$ cat config.mk
export PLATFORM = sky130hd
export DESIGN_NAME = spuv_cordic_stage
export DESIGN_NICKNAME = d
export VERILOG_FILES = /design/src/rtl/spuv_pkg.sv /design/src/rtl/spuv_cordic_stage.sv
export SDC_FILE = /design/constraint.sdc
export NUM_CORES = 1
export LEC_CHECK = 0
export ABC_AREA = 1
export BUFFER_PORTS_ARGS = -buffer_cell sky130_fd_sc_hd__buf_2
export CAP_MARGIN = 10
export CORE_MARGIN = 2
export CORE_UTILIZATION = 61
export DETAILED_ROUTE_END_ITERATION = 6
export PLACE_DENSITY_LB_ADDON = 0.1
export SETUP_SLACK_MARGIN = 0.3
export SYNTH_ARGS = -nofsm -noshare
export SYNTH_HDL_FRONTEND = slang
export SYNTH_SLANG_ARGS = --single-unit
$ cat constraint.sdc
create_clock -name clock -period 3.8 [get_ports clock]
set_input_delay 0 -clock clock [delete_from_list [all_inputs] [get_ports clock]]
set_output_delay 0 -clock clock [all_outputs]
set_load 0.01 [all_outputs]
$ cat src/rtl/spuv_pkg.sv
// ----------------------------------------------------------------------------
// spuv_pkg
// Shared types and constants of the spherical texel mapping pipeline.
// ----------------------------------------------------------------------------
`timescale 1ns / 1ps

package spuv_pkg;

   // angle accumulator: 2^-32 turn units, signed, with headroom
   localparam int TURN_W     = 34;
   localparam int GUARD_BITS = 6;
   localparam int TABLE_LEN  = 24;
   localparam int KINV_W     = 30;
   localparam logic [KINV_W-1:0] KINV = 30'd652032874;
   localparam logic signed [TURN_W-1:0] HALF_TURN = 34'sh080000000;

   localparam logic [31:0] ATAN_TURN [TABLE_LEN] = '{
      32'h20000000, 32'h12E4051E, 32'h09FB385B, 32'h051111D4,
      32'h028B0D43, 32'h0145D7E1, 32'h00A2F61E, 32'h00517C55,
      32'h0028BE53, 32'h00145F2F, 32'h000A2F98, 32'h000517CC,
      32'h00028BE6, 32'h000145F3, 32'h0000A2FA, 32'h0000517D,
      32'h000028BE, 32'h0000145F, 32'h00000A30, 32'h00000518,
      32'h0000028C, 32'h00000146, 32'h000000A3, 32'h00000051
   };

   // control that travels with every pipeline slot
   typedef struct packed {
      logic valid;
      logic zero;   // input vector was zero: angle and length forced to 0
   } ctl_type;

endpackage

$ cat src/rtl/spuv_cordic_stage.sv
// ----------------------------------------------------------------------------
// spuv_cordic_stage
// One registered vectoring micro-rotation with a side-band payload.
// ----------------------------------------------------------------------------
`timescale 1ns / 1ps

module spuv_cordic_stage #(
   parameter int XW     = 25,
   parameter int SIDE_W = 8,
   parameter int STEP   = 0
) (
   input  logic                              clock,
   input  logic                              reset,
   input  logic                              advance,
   input  spuv_pkg::ctl_type                 in_ctl,
   input  logic signed [XW-1:0]              in_x,
   input  logic signed [XW-1:0]              in_y,
   input  logic signed [spuv_pkg::TURN_W-1:0] in_z,
   input  logic [SIDE_W-1:0]                 in_side,
   output spuv_pkg::ctl_type                 out_ctl,
   output logic signed [XW-1:0]              out_x,
   output logic signed [XW-1:0]              out_y,
   output logic signed [spuv_pkg::TURN_W-1:0] out_z,
   output logic [SIDE_W-1:0]                 out_side
);

   localparam logic signed [spuv_pkg::TURN_W-1:0] STEP_ANGLE =
      spuv_pkg::TURN_W'(spuv_pkg::ATAN_TURN[STEP]);

   spuv_pkg::ctl_type                  ctl_ff;
   logic signed [XW-1:0]               x_ff, y_ff, x_in, y_in;
   logic signed [spuv_pkg::TURN_W-1:0] z_ff, z_in;
   logic [SIDE_W-1:0]                  side_ff;
   logic signed [XW-1:0]               xs, ys;

   always_comb begin
      xs = in_x >>> STEP;
      ys = in_y >>> STEP;
      // rotate toward the positive x axis
      if (!in_y[XW-1]) begin
         x_in = in_x + ys;
         y_in = in_y - xs;
         z_in = in_z + STEP_ANGLE;
      end else begin
         x_in = in_x - ys;
         y_in = in_y + xs;
         z_in = in_z - STEP_ANGLE;
      end
   end

   always_ff @(posedge clock) begin
      if (reset) begin
         ctl_ff <= '0;
      end else if (advance) begin
         ctl_ff <= in_ctl;
      end
   end

   always_ff @(posedge clock) begin
      if (advance) begin
         x_ff    <= x_in;
         y_ff    <= y_in;
         z_ff    <= z_in;
         side_ff <= in_side;
      end
   end

   assign out_ctl  = ctl_ff;
   assign out_x    = x_ff;
   assign out_y    = y_ff;
   assign out_z    = z_ff;
   assign out_side = side_ff;

endmodule

==> impl_metrics.toml <==
[sta]
fin_worst_skew_ns = 0
tightestPinTransition_ns = 0.807
setup_viol = 0
fmax_ghz = 0.544
tns_ns = 0
final_max_slew_viol_count = 0
rsz0062_at_grt = "false"
fin_crit_sh = 0.484
relSlewSlack = 0.462
finalHoldViolCount = 0
min_period_ns = 1.84

[logic_synthesis]
avgSynthCellArea_um2 = 6.76
synth-edff-count = 91
synth.most_common_cell = "nand2_1"
synthDominantCellAreaShare = 0.318
yosysSeqAreaShare = 0.322
synth_ff_type = "edfxtp_1"
synth_top_area_cell = "edfxtp_1"
synth_cell_types = 35
ys_top_cells_by_area = "edfxtp_1, nand2_1, ha_1, inv_1, nand3_1"
synthesis.nets = 1449
synth_common_cells = "nand2_1, inv_1, nand3_1"
synth_warnings = 0
netlist_instances = 1273
synth_seq_cells = 93
mappedNetlistArea_um2 = 8600
ys_async_sr_fraction = 0

[detailed_routing]
drc = 0
drtIter0Drc = 1091
dr_wl_met3_um = 2850
wl_um = 27200
wl_met1_um = 10700
dr.pass1.iters = 7
top_layer = "met4"
wl_met2_um = 12400
antenna_left = 0
wire_per_inst_um = 16.3
vias = 9128
vias_per_cell = 5.47

[cts]
cts_tree = "done"
cts.sinks = 93
h-tree-depth = 3
root_buffer = "clkbuf_16"
cts_resized = 0
clock_tree.buffer_depth = 2
path_clk_slew_ns = 0.07
numCtsBuffers = 9
insertion_delay_ns = 0.35

[pwr]
p_leak_nw = 5.65
p_per_area_nw_per_um2 = 344
vdd_drop_max_mv = 0.210

[setup_path]
r2r_setup_slack_ns = 2.62
crit_required_ns = 3.91
worstPathCellList = "buf_2 -> inv_1 -> ha_1 -> fa_1 -> inv_1 -> nand2_1 -> nand2_1 -> nand2_1 -> nand2_1 -> nand2_1 -> nand3_1 -> nand2_1 -> nand3_1 -> nand2_1"
crit_path_max_incr_delay_ns = 0.41
timing.rr.start = "out_ctl[1]"
worst_path_most_repeated_cell = "nand2_1"
worst_path_max_delay_cell = "fa_1"
worstReg2RegEnd = "out_ctl[1]"
crit_type = "in2reg"
crit_path_end_kind = "flip-flop"
cp_data_arrival_time_ns = 1.95
crit_path_start = "in_x[0]"
r2r_cells = 3
crit_path_start_kind = "primary input"
cp_max_fo = 5

[placement]
routabilityCongestion = 1.02
port_buffers = 190
place_hpwl_um = 20900

[global_route]
grt_pass1_wl_um = 41200
grt_pass1_vias = 8141
gr-total-overflow = 0
gr-usage-all-layers = 0.358
grt_max_degree = 59
antenna_found_initial = 0

[hold_path]
hold_path_depth = 5
hp-class = "in2reg"
worst_hold_path.endpoint = "out_y[24]"
hp-start = "in_x[24]"

[die]
boundaryPins = 191
fp.coreArea_um2 = 13800
dieArea_um2 = 15100
die_w_um = 123
dieHeight_um = 123
initial_core_util = 0.622
num_rows = 43

[finish]
antennaDiodeCount = 0
syn_to_final_growth_pct = 19.8
nFillCells = 1102
fin_util = 0.745
drive_gt1_frac = 0.164
nets = 1661

[outcome]
status = "complete, no violations"

[flow_run]
maxCapViolations = 0
-- worst max path at each step --
stage                      to  slack (ns)  depth (start not counted)
floorplan           out_y[12]        2.19                         10
global placement    out_x[22]        1.69                         14
detailed placement  out_x[22]        1.65                         14
CTS                 out_x[22]        2.01                         14
global route        out_y[22]        1.80                         12
finish              out_x[22]        1.96                         14
-- final cells by class --
| cell class | instances | area (um2) | area share |
|---|---|---|---|
| tap | 180 | 225 | 0.0219 |
| inverter | 244 | 916 | 0.0889 |
| sequential | 93 | 2770 | 0.269 |
| clock inverter | 7 | 105 | 0.0102 |
| multi-input combinational | 903 | 4670 | 0.453 |
| timing repair buffer | 234 | 1390 | 0.135 |
| clock buffer | 9 | 225 | 0.0219 |
-- logic make-up (layout without fill, tap and decap cells) --
| group | Yosys count | after routing | share of synthesized area |
|---|---|---|---|
| fa+ha+maj | 79 | 79 | 0.118 |
| compound gates | 106 | 106 | 0.0649 |
| simple gates | 699 | 699 | 0.340 |
| flops | 93 | 93 | 0.322 |
| xor+xnor | 19 | 19 | 0.0193 |
| buf+inv | 277 | 494 | 0.135 |
-- timing repair --
item,CTS,global route
hold endpoints to repair,40,0
hold buffers,41,0
setup buffers,0,0
-- layer usage --
| metal | track usage | up-vias |
|---|---|---|
| met5 | 0 | - |
| met4 | 0.167 | 0 |
| met3 | 0.0414 | 77 |
| met2 | 0.585 | 573 |
| met1 | 0.473 | 4089 |
| li1 | - | 4389 |
-- critical path: cells and delay by family --
kind	cells	cell delay [ns]
and+or+nand+nor	9	0.97
buffers and inverters	3	0.31
adders and majority gates	2	0.66
-- state kept, by name, indices dropped and copies added (netlist names) --
| signal | count |
|---|---|
| out_y | 25 |
| out_side | 8 |
| out_x | 24 |
| out_ctl | 2 |
| out_z | 34 |
-- where the power goes --
part	switching, W	leakage, nW	internal (W)	total, W
sequential	0.0000387	0.906	0.00127	0.00131
clock	0.000429	0.159	0.000589	0.00102
combinational	0.000803	4.59	0.000413	0.00122
-- through the flow --
stage,power [W],cell area (um2),worst slack (ns),std cells,hold slack [ns]
final,0.00355,10300,1.96,1670,0.0695
after global routing,0.00371,10300,1.80,1670,0.102
after CTS,0.00352,10300,2.01,1670,0.0674
after detailed placement,0.00247,9560,1.65,1613,0.178
after global placement,0.00244,9560,1.69,1613,0.176
after floorplan,0.00208,8600,2.19,1273,0.0691
-- placed cells by master (no fill, tap or decap), types with 3 or more instances in the layout --
| master | synthesis | routed |
|---|---|---|
| a21oi_1 | 59 | 59 |
| buf_2 | 5 | 189 |
| buf_4 | 12 | 4 |
| clkbuf_16 | 0 | 9 |
| dlygate4sd3_1 | 0 | 41 |
| edfxtp_1 | 91 | 91 |
| fa_1 | 4 | 4 |
| ha_1 | 75 | 75 |
| inv_1 | 237 | 237 |
| inv_2 | 6 | 6 |
| inv_6 | 0 | 3 |
| nand2_1 | 459 | 459 |
| nand2_2 | 9 | 9 |
| nand3_1 | 106 | 106 |
| nand3b_1 | 3 | 3 |
| nand4_1 | 20 | 20 |
| nor2_1 | 73 | 73 |
| nor2_2 | 15 | 15 |
| nor3_1 | 4 | 4 |
| o21ai_0 | 32 | 32 |
| o21ai_1 | 4 | 4 |
| o21bai_1 | 4 | 4 |
| or2_1 | 4 | 4 |
| xor2_1 | 18 | 18 |
(Power assumes the default switching activity.)
